--- src/hdl/scs_pkg.sv ---
// Shared types and constants for the sample-paced cycle scheduler.
// Used by scs_mul_acc, scs_div and sample_paced_cycle_scheduler; depends on nothing.
package scs_pkg;

  localparam int BASE_W = 28;
  localparam int REM_W  = 18;
  localparam int SR_W   = 18;
  localparam int CPU_W  = 28;
  localparam int VR_W   = 28;
  localparam int CYC_W  = 8;
  localparam int TICK_W = 16;
  localparam int DEBT_W = 8;
  localparam int RUN_W  = 29;
  localparam int TGT_W  = 29;
  localparam int NEED_W = BASE_W + 1;
  localparam int ACC_W  = CYC_W + VR_W + 1;
  localparam int CFG_IDX_W = 3;
  localparam int CFG_DATA_W = 28;

  localparam logic [BASE_W-1:0] BASE_RST = BASE_W'(416);
  localparam logic [REM_W-1:0]  REM_RST  = REM_W'(32000);
  localparam logic [SR_W-1:0]   SR_RST   = SR_W'(48000);
  localparam logic [CPU_W-1:0]  CPU_RST  = CPU_W'(20000000);
  localparam logic [VR_W-1:0]   VR_RST   = VR_W'(60);

  localparam logic REQ_START = 1'b0;
  localparam logic REQ_INSTR = 1'b1;

  typedef enum logic [CFG_IDX_W-1:0] {
    CFG_BASE_CYCLES     = 3'd0,
    CFG_CYCLE_REMAINDER = 3'd1,
    CFG_SAMPLE_RATE     = 3'd2,
    CFG_CPU_RATE        = 3'd3,
    CFG_VIDEO_RATE      = 3'd4
  } cfg_idx_t;

  typedef struct packed {
    logic             done;
    logic [ACC_W-1:0] acc;
  } mul_res_t;

  typedef struct packed {
    logic              done;
    logic [TICK_W-1:0] ticks;
    logic [CPU_W-1:0]  rem;
  } div_res_t;

endpackage

--- src/hdl/scs_mul_acc.sv ---
// Bit-serial multiply-accumulate: cycles times video rate plus the video fraction.
// Depends on scs_pkg.
module scs_mul_acc (
  input  logic                          clk,
  input  logic                          rst_n,
  input  logic                          start,
  input  logic [scs_pkg::CYC_W-1:0]     cyc,
  input  logic [scs_pkg::VR_W-1:0]      video_rate,
  input  logic [scs_pkg::CPU_W-1:0]     frac_in,
  output scs_pkg::mul_res_t             res
);

  localparam int CNT_W = $clog2(scs_pkg::CYC_W + 1);

  logic                        busy_r, busy_nxt;
  logic                        done_r, done_nxt;
  logic [CNT_W-1:0]            cnt_r, cnt_nxt;
  logic [scs_pkg::CYC_W-1:0]   cyc_r, cyc_nxt;
  logic [scs_pkg::ACC_W-1:0]   prod_r, prod_nxt;
  logic [scs_pkg::ACC_W-1:0]   addend;

  assign addend = cyc_r[scs_pkg::CYC_W-1]
                ? {{(scs_pkg::ACC_W-scs_pkg::VR_W){1'b0}}, video_rate}
                : '0;

  always_comb begin
    busy_nxt = busy_r;
    done_nxt = 1'b0;
    cnt_nxt  = cnt_r;
    cyc_nxt  = cyc_r;
    prod_nxt = prod_r;
    if (start) begin
      busy_nxt = 1'b1;
      cnt_nxt  = CNT_W'(scs_pkg::CYC_W);
      cyc_nxt  = cyc;
      prod_nxt = '0;
    end else if (busy_r) begin
      if (cnt_r != '0) begin
        prod_nxt = {prod_r[scs_pkg::ACC_W-2:0], 1'b0} + addend;
        cyc_nxt  = {cyc_r[scs_pkg::CYC_W-2:0], 1'b0};
        cnt_nxt  = cnt_r - 1'b1;
      end else begin
        prod_nxt = prod_r + {{(scs_pkg::ACC_W-scs_pkg::CPU_W){1'b0}}, frac_in};
        busy_nxt = 1'b0;
        done_nxt = 1'b1;
      end
    end
  end

  always_ff @(posedge clk) begin
    if (!rst_n) begin
      busy_r <= 1'b0;
      done_r <= 1'b0;
      cnt_r  <= '0;
    end else begin
      busy_r <= busy_nxt;
      done_r <= done_nxt;
      cnt_r  <= cnt_nxt;
      cyc_r  <= cyc_nxt;
      prod_r <= prod_nxt;
    end
  end

  assign res.done = done_r;
  assign res.acc  = prod_r;

endmodule

--- src/hdl/scs_div.sv ---
// Bit-serial restoring divider giving a saturated 16-bit quotient and the remainder.
// Depends on scs_pkg.
module scs_div (
  input  logic                        clk,
  input  logic                        rst_n,
  input  logic                        start,
  input  logic [scs_pkg::ACC_W-1:0]   dividend,
  input  logic [scs_pkg::CPU_W-1:0]   divisor,
  output scs_pkg::div_res_t           res
);

  localparam int CNT_W = $clog2(scs_pkg::ACC_W + 1);

  logic                          busy_r, busy_nxt;
  logic                          done_r, done_nxt;
  logic [CNT_W-1:0]              cnt_r, cnt_nxt;
  logic [scs_pkg::ACC_W-1:0]     dvd_r, dvd_nxt;
  logic [scs_pkg::CPU_W-1:0]     rem_r, rem_nxt;
  logic [scs_pkg::TICK_W-1:0]    q_r, q_nxt;
  logic                          sat_r, sat_nxt;
  logic [scs_pkg::CPU_W:0]       trial;
  logic [scs_pkg::CPU_W:0]       diff;
  logic                          fits;

  assign trial = {rem_r, dvd_r[scs_pkg::ACC_W-1]};
  assign fits  = trial >= {1'b0, divisor};
  assign diff  = trial - {1'b0, divisor};

  always_comb begin
    busy_nxt = busy_r;
    done_nxt = 1'b0;
    cnt_nxt  = cnt_r;
    dvd_nxt  = dvd_r;
    rem_nxt  = rem_r;
    q_nxt    = q_r;
    sat_nxt  = sat_r;
    if (start) begin
      busy_nxt = 1'b1;
      cnt_nxt  = CNT_W'(scs_pkg::ACC_W);
      dvd_nxt  = dividend;
      rem_nxt  = '0;
      q_nxt    = '0;
      sat_nxt  = 1'b0;
    end else if (busy_r) begin
      dvd_nxt = {dvd_r[scs_pkg::ACC_W-2:0], 1'b0};
      rem_nxt = fits ? diff[scs_pkg::CPU_W-1:0] : trial[scs_pkg::CPU_W-1:0];
      q_nxt   = {q_r[scs_pkg::TICK_W-2:0], fits};
      sat_nxt = sat_r | q_r[scs_pkg::TICK_W-1];
      cnt_nxt = cnt_r - 1'b1;
      if (cnt_r == CNT_W'(1)) begin
        busy_nxt = 1'b0;
        done_nxt = 1'b1;
      end
    end
  end

  always_ff @(posedge clk) begin
    if (!rst_n) begin
      busy_r <= 1'b0;
      done_r <= 1'b0;
      cnt_r  <= '0;
    end else begin
      busy_r <= busy_nxt;
      done_r <= done_nxt;
      cnt_r  <= cnt_nxt;
      dvd_r  <= dvd_nxt;
      rem_r  <= rem_nxt;
      q_r    <= q_nxt;
      sat_r  <= sat_nxt;
    end
  end

  assign res.done  = done_r;
  assign res.ticks = sat_r ? '1 : q_r;
  assign res.rem   = rem_r;

endmodule

--- src/hdl/sample_paced_cycle_scheduler.sv ---
// Top level of the sample-paced cycle scheduler: pacing state, control and output register.
// Depends on scs_pkg, scs_mul_acc and scs_div.
//
// One item is worked on at a time and each item gives exactly one result. A sample-start
// item and an instruction report outside a sample window go from acceptance through the done
// state to the output register. An instruction report inside a window is accepted, then passes
// through the bit-serial multiplier and the bit-serial restoring divider that forms the video
// ticks, and is handed to the output register. The divider sets the rate.
// A new item is accepted as soon as the previous one has reached the output register, even
// while that result still waits to be taken.
module sample_paced_cycle_scheduler (
  input  logic                              clk,
  input  logic                              rst_n,
  input  logic                              in_valid,
  output logic                              in_stall,
  input  logic                              in_req_type,
  input  logic [scs_pkg::CYC_W-1:0]         in_instr_cycles,
  output logic                              out_valid,
  input  logic                              out_stall,
  output logic [scs_pkg::TICK_W-1:0]        out_video_ticks,
  output logic                              out_sample_ready,
  input  logic                              cfg_valid,
  output logic                              cfg_ready,
  input  logic [scs_pkg::CFG_IDX_W-1:0]     cfg_index,
  input  logic [scs_pkg::CFG_DATA_W-1:0]    cfg_data
);

  typedef enum logic [1:0] {S_IDLE, S_MUL, S_DIV, S_DONE} state_t;

  state_t                         state_r, state_nxt;
  logic [scs_pkg::BASE_W-1:0]     base_r, base_nxt;
  logic [scs_pkg::REM_W-1:0]      crem_r, crem_nxt;
  logic [scs_pkg::SR_W-1:0]       srate_r, srate_nxt;
  logic [scs_pkg::CPU_W-1:0]      cpu_r, cpu_nxt;
  logic [scs_pkg::VR_W-1:0]       vrate_r, vrate_nxt;
  logic [scs_pkg::REM_W-1:0]      sfrac_r, sfrac_nxt;
  logic [scs_pkg::CPU_W-1:0]      vfrac_r, vfrac_nxt;
  logic [scs_pkg::DEBT_W-1:0]     debt_r, debt_nxt;
  logic [scs_pkg::RUN_W-1:0]      run_r, run_nxt;
  logic [scs_pkg::TGT_W-1:0]      target_r, target_nxt;
  logic                           win_r, win_nxt;
  logic [scs_pkg::TICK_W-1:0]     res_ticks_r, res_ticks_nxt;
  logic                           res_ready_r, res_ready_nxt;
  logic                           out_valid_r, out_valid_nxt;
  logic [scs_pkg::TICK_W-1:0]     out_ticks_r, out_ticks_nxt;
  logic                           out_ready_r, out_ready_nxt;

  logic [scs_pkg::REM_W:0]        sum19;
  logic [scs_pkg::REM_W:0]        sum_adj;
  logic                           wrap;
  logic [scs_pkg::NEED_W-1:0]     need;
  logic [scs_pkg::RUN_W:0]        run_sum;
  logic [scs_pkg::RUN_W-1:0]      run_new;
  logic [scs_pkg::RUN_W-1:0]      over;
  logic                           mul_start;
  logic                           div_start;
  scs_pkg::mul_res_t              mul_res;
  scs_pkg::div_res_t              div_res;

  assign sum19   = {1'b0, sfrac_r} + {1'b0, crem_r};
  assign wrap    = sum19 >= {1'b0, srate_r};
  assign sum_adj = wrap ? (sum19 - {1'b0, srate_r}) : sum19;
  assign need    = {1'b0, base_r} + {{(scs_pkg::NEED_W-1){1'b0}}, wrap};
  assign run_sum = {1'b0, run_r} + {{(scs_pkg::RUN_W+1-scs_pkg::CYC_W){1'b0}}, in_instr_cycles};
  assign run_new = run_sum[scs_pkg::RUN_W-1:0];
  assign over    = run_new - target_r;

  scs_mul_acc u_mul (
    .clk        (clk),
    .rst_n      (rst_n),
    .start      (mul_start),
    .cyc        (in_instr_cycles),
    .video_rate (vrate_r),
    .frac_in    (vfrac_r),
    .res        (mul_res)
  );

  scs_div u_div (
    .clk      (clk),
    .rst_n    (rst_n),
    .start    (div_start),
    .dividend (mul_res.acc),
    .divisor  (cpu_r),
    .res      (div_res)
  );

  always_comb begin
    state_nxt     = state_r;
    base_nxt      = base_r;
    crem_nxt      = crem_r;
    srate_nxt     = srate_r;
    cpu_nxt       = cpu_r;
    vrate_nxt     = vrate_r;
    sfrac_nxt     = sfrac_r;
    vfrac_nxt     = vfrac_r;
    debt_nxt      = debt_r;
    run_nxt       = run_r;
    target_nxt    = target_r;
    win_nxt       = win_r;
    res_ticks_nxt = res_ticks_r;
    res_ready_nxt = res_ready_r;
    out_valid_nxt = out_valid_r;
    out_ticks_nxt = out_ticks_r;
    out_ready_nxt = out_ready_r;
    mul_start     = 1'b0;
    div_start     = 1'b0;

    if (out_valid_r && !out_stall) begin
      out_valid_nxt = 1'b0;
    end

    case (state_r)
      S_IDLE: begin
        if (in_valid) begin
          res_ticks_nxt = '0;
          res_ready_nxt = 1'b0;
          state_nxt     = S_DONE;
          if (in_req_type == scs_pkg::REQ_START) begin
            sfrac_nxt = sum_adj[scs_pkg::REM_W-1:0];
            run_nxt   = '0;
            if (need > {{(scs_pkg::NEED_W-scs_pkg::DEBT_W){1'b0}}, debt_r}) begin
              target_nxt = need - {{(scs_pkg::NEED_W-scs_pkg::DEBT_W){1'b0}}, debt_r};
              win_nxt    = 1'b1;
            end else begin
              debt_nxt      = debt_r - need[scs_pkg::DEBT_W-1:0];
              target_nxt    = '0;
              win_nxt       = 1'b0;
              res_ready_nxt = 1'b1;
            end
          end else if (win_r) begin
            run_nxt   = run_new;
            mul_start = 1'b1;
            state_nxt = S_MUL;
            if (run_new >= target_r) begin
              debt_nxt      = (over > scs_pkg::RUN_W'(255)) ? '1 : over[scs_pkg::DEBT_W-1:0];
              win_nxt       = 1'b0;
              res_ready_nxt = 1'b1;
            end
          end
        end
      end
      S_MUL: begin
        if (mul_res.done) begin
          div_start = 1'b1;
          state_nxt = S_DIV;
        end
      end
      S_DIV: begin
        if (div_res.done) begin
          if (cpu_r == '0) begin
            res_ticks_nxt = '1;
            vfrac_nxt     = '0;
          end else begin
            res_ticks_nxt = div_res.ticks;
            vfrac_nxt     = div_res.rem;
          end
          state_nxt = S_DONE;
        end
      end
      S_DONE: begin
        if (!out_valid_r || !out_stall) begin
          out_valid_nxt = 1'b1;
          out_ticks_nxt = res_ticks_r;
          out_ready_nxt = res_ready_r;
          state_nxt     = S_IDLE;
        end
      end
      default: begin
        state_nxt = S_IDLE;
      end
    endcase

    if (cfg_valid && cfg_ready) begin
      case (scs_pkg::cfg_idx_t'(cfg_index))
        scs_pkg::CFG_BASE_CYCLES:     base_nxt  = cfg_data[scs_pkg::BASE_W-1:0];
        scs_pkg::CFG_CYCLE_REMAINDER: crem_nxt  = cfg_data[scs_pkg::REM_W-1:0];
        scs_pkg::CFG_SAMPLE_RATE:     srate_nxt = cfg_data[scs_pkg::SR_W-1:0];
        scs_pkg::CFG_CPU_RATE:        cpu_nxt   = cfg_data[scs_pkg::CPU_W-1:0];
        scs_pkg::CFG_VIDEO_RATE:      vrate_nxt = cfg_data[scs_pkg::VR_W-1:0];
        default: begin
        end
      endcase
    end
  end

  always_ff @(posedge clk) begin
    if (!rst_n) begin
      state_r     <= S_IDLE;
      base_r      <= scs_pkg::BASE_RST;
      crem_r      <= scs_pkg::REM_RST;
      srate_r     <= scs_pkg::SR_RST;
      cpu_r       <= scs_pkg::CPU_RST;
      vrate_r     <= scs_pkg::VR_RST;
      sfrac_r     <= '0;
      vfrac_r     <= '0;
      debt_r      <= '0;
      run_r       <= '0;
      target_r    <= '0;
      win_r       <= 1'b0;
      out_valid_r <= 1'b0;
    end else begin
      state_r     <= state_nxt;
      base_r      <= base_nxt;
      crem_r      <= crem_nxt;
      srate_r     <= srate_nxt;
      cpu_r       <= cpu_nxt;
      vrate_r     <= vrate_nxt;
      sfrac_r     <= sfrac_nxt;
      vfrac_r     <= vfrac_nxt;
      debt_r      <= debt_nxt;
      run_r       <= run_nxt;
      target_r    <= target_nxt;
      win_r       <= win_nxt;
      res_ticks_r <= res_ticks_nxt;
      res_ready_r <= res_ready_nxt;
      out_valid_r <= out_valid_nxt;
      out_ticks_r <= out_ticks_nxt;
      out_ready_r <= out_ready_nxt;
    end
  end

  assign in_stall         = (state_r != S_IDLE);
  assign cfg_ready        = (state_r == S_IDLE);
  assign out_valid        = out_valid_r;
  assign out_video_ticks  = out_ticks_r;
  assign out_sample_ready = out_ready_r;

  a_win_target: assert property (@(posedge clk) disable iff (!rst_n)
    win_r |-> (target_r != '0))
    else $error("sample window open with a zero cycle target");

  a_mul_done_state: assert property (@(posedge clk) disable iff (!rst_n)
    mul_res.done |-> (state_r == S_MUL))
    else $error("multiplier finished outside the multiply state");

  a_div_done_state: assert property (@(posedge clk) disable iff (!rst_n)
    div_res.done |-> (state_r == S_DIV))
    else $error("divider finished outside the divide state");

  a_result_issue: assert property (@(posedge clk) disable iff (!rst_n)
    (state_r == S_DONE && (!out_valid_r || !out_stall)) |=> (out_valid && state_r == S_IDLE))
    else $error("finished item was not moved to the output register");

endmodule

--- config.mk ---
export PLATFORM = sky130hd
export DESIGN_NAME = sample_paced_cycle_scheduler
export DESIGN_NICKNAME = d
export VERILOG_FILES = /design/src/hdl/scs_pkg.sv /design/src/hdl/scs_mul_acc.sv /design/src/hdl/scs_div.sv /design/src/hdl/sample_paced_cycle_scheduler.sv
export SDC_FILE = /design/constraint.sdc
export NUM_CORES = 1
export LEC_CHECK = 0
export BUFFER_PORTS_ARGS = -buffer_cell sky130_fd_sc_hd__buf_2
export CORE_MARGIN = 1.5
export CORE_UTILIZATION = 56
export DETAILED_ROUTE_END_ITERATION = 8
export PLACE_DENSITY = 0.76
export SLEW_MARGIN = 20
export SYNTH_ARGS = -nofsm -noshare
export SYNTH_HDL_FRONTEND = slang
export SYNTH_HIERARCHICAL = 1
export SYNTH_SLANG_ARGS = --single-unit
--- constraint.sdc ---
create_clock -name clk -period 12.1 [get_ports clk]
set_clock_uncertainty 0.15 [all_clocks]
set_input_delay 1.21 -clock clk [delete_from_list [all_inputs] [get_ports clk]]
set_output_delay 1.21 -clock clk [all_outputs]
set_load 0.005 [all_outputs]
==> metrics.yaml, run 1 <==
rows: 80
muxShareOfSynthArea_pct: 2.33
r2r_start: "crem_r[0]"
crit_arrival_ns: 8.65
async_flop_share_pct: 0
cts_root_buffer: "clkbuf_16"
reg2reg_slack_ns: 3.74
timing.critical_path.mode_cell: "ha_1"
max_freq_mhz: 120
drv_cap: 0
worstSkewPairLatency_ns: 0.59
synth_compound_area_share_pct: 20.1
syn_to_final_growth_pct: 7.94
period_share_pct: 69.1
synth_seq_cells: 411
cts_setup_buffers: 0
num_antenna_cells: 0
vias: 23700
drt_pass1_iterations: 6
track_usage_pct: 30.0
period_minus_slack_ns: 8.36
slew_headroom_pct: 26.9
ys_top_cells_by_count: "nand2_1 (490), a21oi_1 (344), dfxtp_1 (250)"
critPathMaxStageDelay_ns: 0.52
hpwlAfterDp_um: 55100
synth-xor-area-share_pct: 6.30
ios: 65
place_ws_ns: 3.38
start_util_pct: 56.6
p_leak_nw: 11.5
ys.flop_type: "dfxtp_1"
fp.coreArea_sq_mm: 0.0476
setup_viol: 0
grt_pass1_wl_um: 119000
post_cts_resized: 0
yosysTopAreaCellShare_pct: 18.6
drt_iter0_drc: 2212
required_ns: 12.39
synthAdderAreaFrac_pct: 9.02
critical_path.top_delay_family: "simple AND/OR/NAND/NOR gates"
rr_worst_depth: 34
ir_worst_vdd_v: 0.000123
drv_slew: 0
synth_cells: 3217
via_per_inst: 6.18
wl_um: 75800
finalHoldViolCount: 0
synth_area_sq_mm: 0.0270
slowest_stage: "o31a_2"
hp-start: "res_ticks_r[14]"
hold_end: "out_video_ticks[14]"
synth_fp_nets: 3451
ant_nets: 0
place_congestion: 0.990
yosys.area_share.simple_pct: 21.1
cts.reportedPaths.clkPinSlew_ns: 0.06
fin_nets: 3414
fin_ws_ns: 3.74
tns_ns: 0
antenna_found_initial: 0
worstSetupPathType: "reg -> reg"
whs_path_depth: 0
power_density_mw_per_mm2: 142
clkSinkCount: 411
die_h_um: 222
netlist.top_cell.by_area: "dfxtp_1"
rsz0062_at_grt: "false"
synth_edf_count: 161
critPathBufInv: 3
cts_buffer_depth: 3
startpoint_type: "register"
wire_per_inst_um: 19.8
hold_class: "reg -> reg"
syn_area_per_cell_sq_um: 8.38
drc: 0
final_cell_area_sq_mm: 0.0291
end_kind: "register"
grt_max_degree: 118
synthTopCellsByArea: "dfxtp_1 (19%), edfxtp_1 (18%), ha_1 (8.4%)"
grt_overflow: 0
die_w_um: 222
yosysUniqueCellTypes: 104
die-area_sq_mm: 0.0495
synth_top_family_by_area: "simple AND/OR/NAND/NOR gates"
postCtsHoldBufs: 0
yosysMostFrequentCell: "nand2_1"
cts_tree: "done"
io_buffer_count: 64
stdcell_count: 3830
holdWs_ns: 0.268
status: "complete, no violations"
dp_cells: 3746
seq_area_frac_synth_pct: 36.5
ctsHtreeMaxLevel: 2
numCtsBuffers: 45
worst_slew_pin_slew_ns: 1.09
final_layout_size_suffix_gt1_share_pct: 8.74
crit_path_max_fanout: 31
placed_area_sq_mm: 0.0275
first_global_vias: 22200
timing.rr.end: "target_r[24]"
yosysWarnings: 6
==> stage by stage <==
stage,total power [mW],util (%)
3_5_place_dp,2.72,57.8
3_3_place_gp,2.71,57.8
6_report,4.13,61.1
2_1_floorplan,2.42,-
5_1_grt,4.32,61.1
4_1_cts,4.13,61.0
==> worst register-to-register path, delay by kind of cell (launching register included) <==
kind / cells / cell delay [ns]
AO/OA/AOI/OAI: 10 / 2.25
XOR/XNOR: 3 / 0.62
flip-flops: 1 / 0.34
buffers and inverters: 3 / 0.43
adder cells (fa/ha/maj): 6 / 1.84
AND/OR/NAND/NOR: 12 / 2.61
==> report_power, final <==
part | internal, mW | switching [mW]
sequential | 1.52 | 0.0457
clock | 0.834 | 0.579
combinational | 0.441 | 0.709
total | 2.80 | 1.33
==> cells in the final DEF (no fill, tap or decap), types with 11 or more instances in the layout <==
cell	instances
and4_1	12
nor2b_1	40
buf_2	64
o21bai_1	19
a211oi_1	34
o211ai_1	26
xor2_1	83
or4_1	12
nor3_1	43
a31oi_1	39
o21a_1	32
inv_1	158
o22ai_1	22
nand3_1	113
or2_2	24
nand2_1	490
a22oi_1	21
edfxtp_1	161
nor2_1	208
mux2i_1	11
buf_4	14
and3_1	22
xnor2_1	111
and2_1	40
nand4_1	47
nand3b_1	11
a21o_1	66
o21ai_0	113
or3_1	21
o31ai_1	11
a21oi_1	344
dfxtp_1	250
clkbuf_16	48
nor4_1	26
ha_1	180
nand2b_1	34
mux2_2	46
==> cells by family after synthesis <==
family | count (synthesis)
compound gates | 852
xor+xnor | 194
fa+ha+maj | 189
buf+inv | 326
flops | 411
mux | 57
simple gates | 1188
==> registers in the layout, summed over array words and instances, names as in the netlist, 8 cells and up <==
name and count:
u_div/rem_r 28, target_r 29, vrate_r 28, vfrac_r 28
debt_r 8, srate_r 18, out_video_ticks 16, res_ticks_r 16
u_mul/cyc_r 8, cpu_r 28, base_r 28, u_mul/prod_r 37
crem_r 18, u_div/dvd_r 37, run_r 29, u_div/q_r 16
sfrac_r 18
==> routing by layer <==
| metal | vias up | GRT usage, % | wire, um |
|---|---|---|---|
| met3 | 122 | 3.49 | 5260 |
| met4 | 0 | 9.02 | 2120 |
| li1 | 11400 | - | - |
| met1 | 11300 | 41.9 | 34100 |
| met2 | 854 | 48.8 | 34300 |
| met5 | - | 0 | 0 |
==> area by class of cell <==
| class | instances | area (sq um) |
|---|---|---|
| Multi-Input combinational cell | 2480 | 15900 |
| Clock inverter | 21 | 215 |
| Clock buffer | 61 | 1320 |
| Sequential cell | 411 | 9840 |
| Fill cell | 4203 | 18500 |
| Tap cell | 615 | 769 |
| Inverter | 161 | 607 |
| Timing Repair Buffer | 81 | 463 |
==> worst max-delay path by stage <==
stage              start      endpoint  cells after the start
6_report       crem_r[0]  target_r[24]                     34
5_1_grt        crem_r[0]  target_r[26]                     34
4_1_cts        crem_r[0]  target_r[24]                     34
3_5_place_dp   crem_r[0]  target_r[24]                     34
3_3_place_gp   crem_r[0]  target_r[24]                     34
2_1_floorplan  crem_r[0]  target_r[24]                     36
Power figures use the tool's default switching activity.
==> run 2: changes to the inputs <==
--- a/config.mk
+++ b/config.mk
@@ -9,7 +9,7 @@
 export CORE_MARGIN = 1.5
 export CORE_UTILIZATION = 56
 export DETAILED_ROUTE_END_ITERATION = 8
-export PLACE_DENSITY = 0.76
+export PLACE_DENSITY = 0.78
 export SLEW_MARGIN = 20
 export SYNTH_ARGS = -nofsm -noshare
 export SYNTH_HDL_FRONTEND = slang
==> constraint.sdc (replaced) <==
create_clock -name clk -period 7.4 [get_ports clk]
set_clock_uncertainty 0.15 [all_clocks]
set_input_delay 0.74 -clock clk [delete_from_list [all_inputs] [get_ports clk]]
set_output_delay 0.74 -clock clk [all_outputs]
set_load 0.005 [all_outputs]
==> metrics.yaml, run 2 (synthesis gave the netlist of run 1 again) <==
startpoint_type: "register"
rows: 80  # unchanged
hpwlAfterDp_um: 54700  # -0.55%
hp-start: "res_ticks_r[14]"
crit_path_max_fanout: 15  # -52%
wire_per_inst_um: 19.7  # -0.58%
final_common_cell: "nand2_1"
num_antenna_cells: 0  # unchanged
die_h_um: 222  # unchanged
crit_arrival_ns: 7.33  # -1.32 ns
cts_buffer_depth: 3  # unchanged
period_minus_slack_ns: 7.01  # -1.34 ns
p_leak_nw: 11.6  # +1.0%
clkSinkCount: 411  # unchanged
slowest_stage: "fa_1"
required_ns: 7.72  # -4.67 ns
dp_cells: 3759  # +0.35%
period_share_pct: 94.8  # +26 points
worst_slew_pin_slew_ns: 1.07  # -0.0241 ns
drc: 0  # unchanged
critPathMaxStageDelay_ns: 0.41  # -0.11 ns
track_usage_pct: 29.9  # -0.11 points
cts.reportedPaths.clkPinSlew_ns: 0.06  # about the same
drt_iter0_drc: 2395  # +8.3%
wl_um: 75800  # about the same
ir_worst_vdd_v: 0.000285  # +130%
tns_ns: 0  # unchanged
drv_cap: 0  # unchanged
rsz0062_at_grt: "true"
drv_slew: 0  # unchanged
syn_to_final_growth_pct: 8.98
fillerInstances: 4073  # -3.1%
fin_nets: 3436  # +0.64%
die_w_um: 222  # unchanged
place_congestion: 0.957  # -3.4%
regArea_sq_mm: 0.00984  # unchanged
hold_class: "reg -> reg"
cts_tree: "done"
numCtsBuffers: 46  # +2.2%
stdcell_count: 3852  # +0.57%
finalPower_mw: 6.87  # +66%
largest_registers: "u_div/dvd_r: 37 flops, u_mul/prod_r: 37 flops"
whs_path_depth: 0  # unchanged
io_buffer_count: 64  # unchanged
ctsHtreeMaxLevel: 2  # unchanged
place_ws_ns: -0.131  # -3.51 ns
status: "complete, no violations"
first_global_vias: 22200  # +0.13%
antenna_found_initial: 0  # unchanged
power_density_mw_per_mm2: 234  # +65%
critical_path.top_delay_family: "simple AND/OR/NAND/NOR gates"
slew_headroom_pct: 28.5  # +1.6 points
drt_pass1_iterations: 7  # +1
grt_max_degree: 113  # -4.2%
die-area_sq_mm: 0.0495  # unchanged
multiInputGateArea_sq_mm: 0.0160  # +0.47%
rr_worst_depth: 36  # +5.9%
via_per_inst: 6.18  # about the same
ant_nets: 0  # unchanged
start_util_pct: 56.6  # unchanged
grt_pass1_wl_um: 119000  # -0.23%
worstSetupPathType: "reg -> reg"
r2r_start: "crem_r[0]"
fp.coreArea_sq_mm: 0.0476  # unchanged
grt_overflow: 0  # unchanged
setup_viol: 0  # unchanged
max_freq_mhz: 143  # +19%
mostFrequentLayoutCells: "nand2_1 (490), a21oi_1 (343), dfxtp_1 (250)"
critPathBufInv: 4  # +1
finalHoldViolCount: 0  # unchanged
worstSkewPairLatency_ns: 0.59  # about the same
final_layout_size_suffix_gt1_share_pct: 9.64  # +0.90 points
reg2reg_slack_ns: 0.39  # -3.36 ns
end_kind: "register"
fin_ws_ns: 0.385  # -3.36 ns
ios: 65  # unchanged
vias: 23800  # +0.57%
timing.rr.end: "debt_r[6]"
cts_root_buffer: "clkbuf_16"
hold_end: "out_video_ticks[14]"
run 2: report_power, final:
group | leakage [nW] | internal, mW | switching (mW)
clock | 0.768 | 1.43 | 0.952
sequential | 3.48 | 2.49 | 0.0753
combinational | 7.33 | 0.770 | 1.16
run 2: area by class of cell:
| class | instances | area share, % |
|---|---|---|
| inverter | 161 | 2.06 |
| multi-input combinational | 2480 | 54.3 |
| timing repair buffer | 102 | 2.14 |
| clock buffer | 61 | 4.46 |
| tap | 615 | 2.62 |
| sequential | 411 | 33.5 |
| clock inverter | 22 | 0.898 |
run 2: how the worst max path moves through the flow:
stage / from / end / depth (start not counted)
2_1_floorplan: crem_r[0] / target_r[24] / 36
3_3_place_gp: in_instr_cycles[0] / debt_r[6] / 24
3_5_place_dp: crem_r[0] / target_r[26] / 32
4_1_cts: crem_r[0] / debt_r[6] / 34
5_1_grt: crem_r[0] / debt_r[6] / 36
6_report: crem_r[0] / debt_r[6] / 36
run 2: worst register-to-register path, delay by kind of cell (launching register included):
family          cells  cell delay (ns)
fa+ha+maj           6             1.67
xor+xnor            2             0.36
flops               1             0.33
simple gates       13             2.34
compound gates     11             1.64
buf+inv             4             0.40
run 2: routing by layer:
layer | wire, um | GRT usage (%) | up-vias
li1 | - | - | 11500
met1 | 33600 | 42.1 | 11300
met2 | 34100 | 47.4 | 942
met3 | 5830 | 3.64 | 133
met4 | 2370 | 10.5 | 0
met5 | 0 | 0 | -
run 2: repair_timing:
action,4_1_cts,5_1_grt
setup buffers,0,8
resized for setup,2,18
pin swaps,1,10
endpoints found under the setup margin,10,38
hold buffers,0,0
run 2: per-stage QoR:
step	cell area (sq um)	hold WS [ns]	utilization, %
floorplan	27000	0.250	-
global placement	27600	0.253	58.0
detailed placement	27600	0.255	58.0
CTS	29200	0.268	61.3
global route	29400	0.278	61.7
finish	29400	0.266	61.7
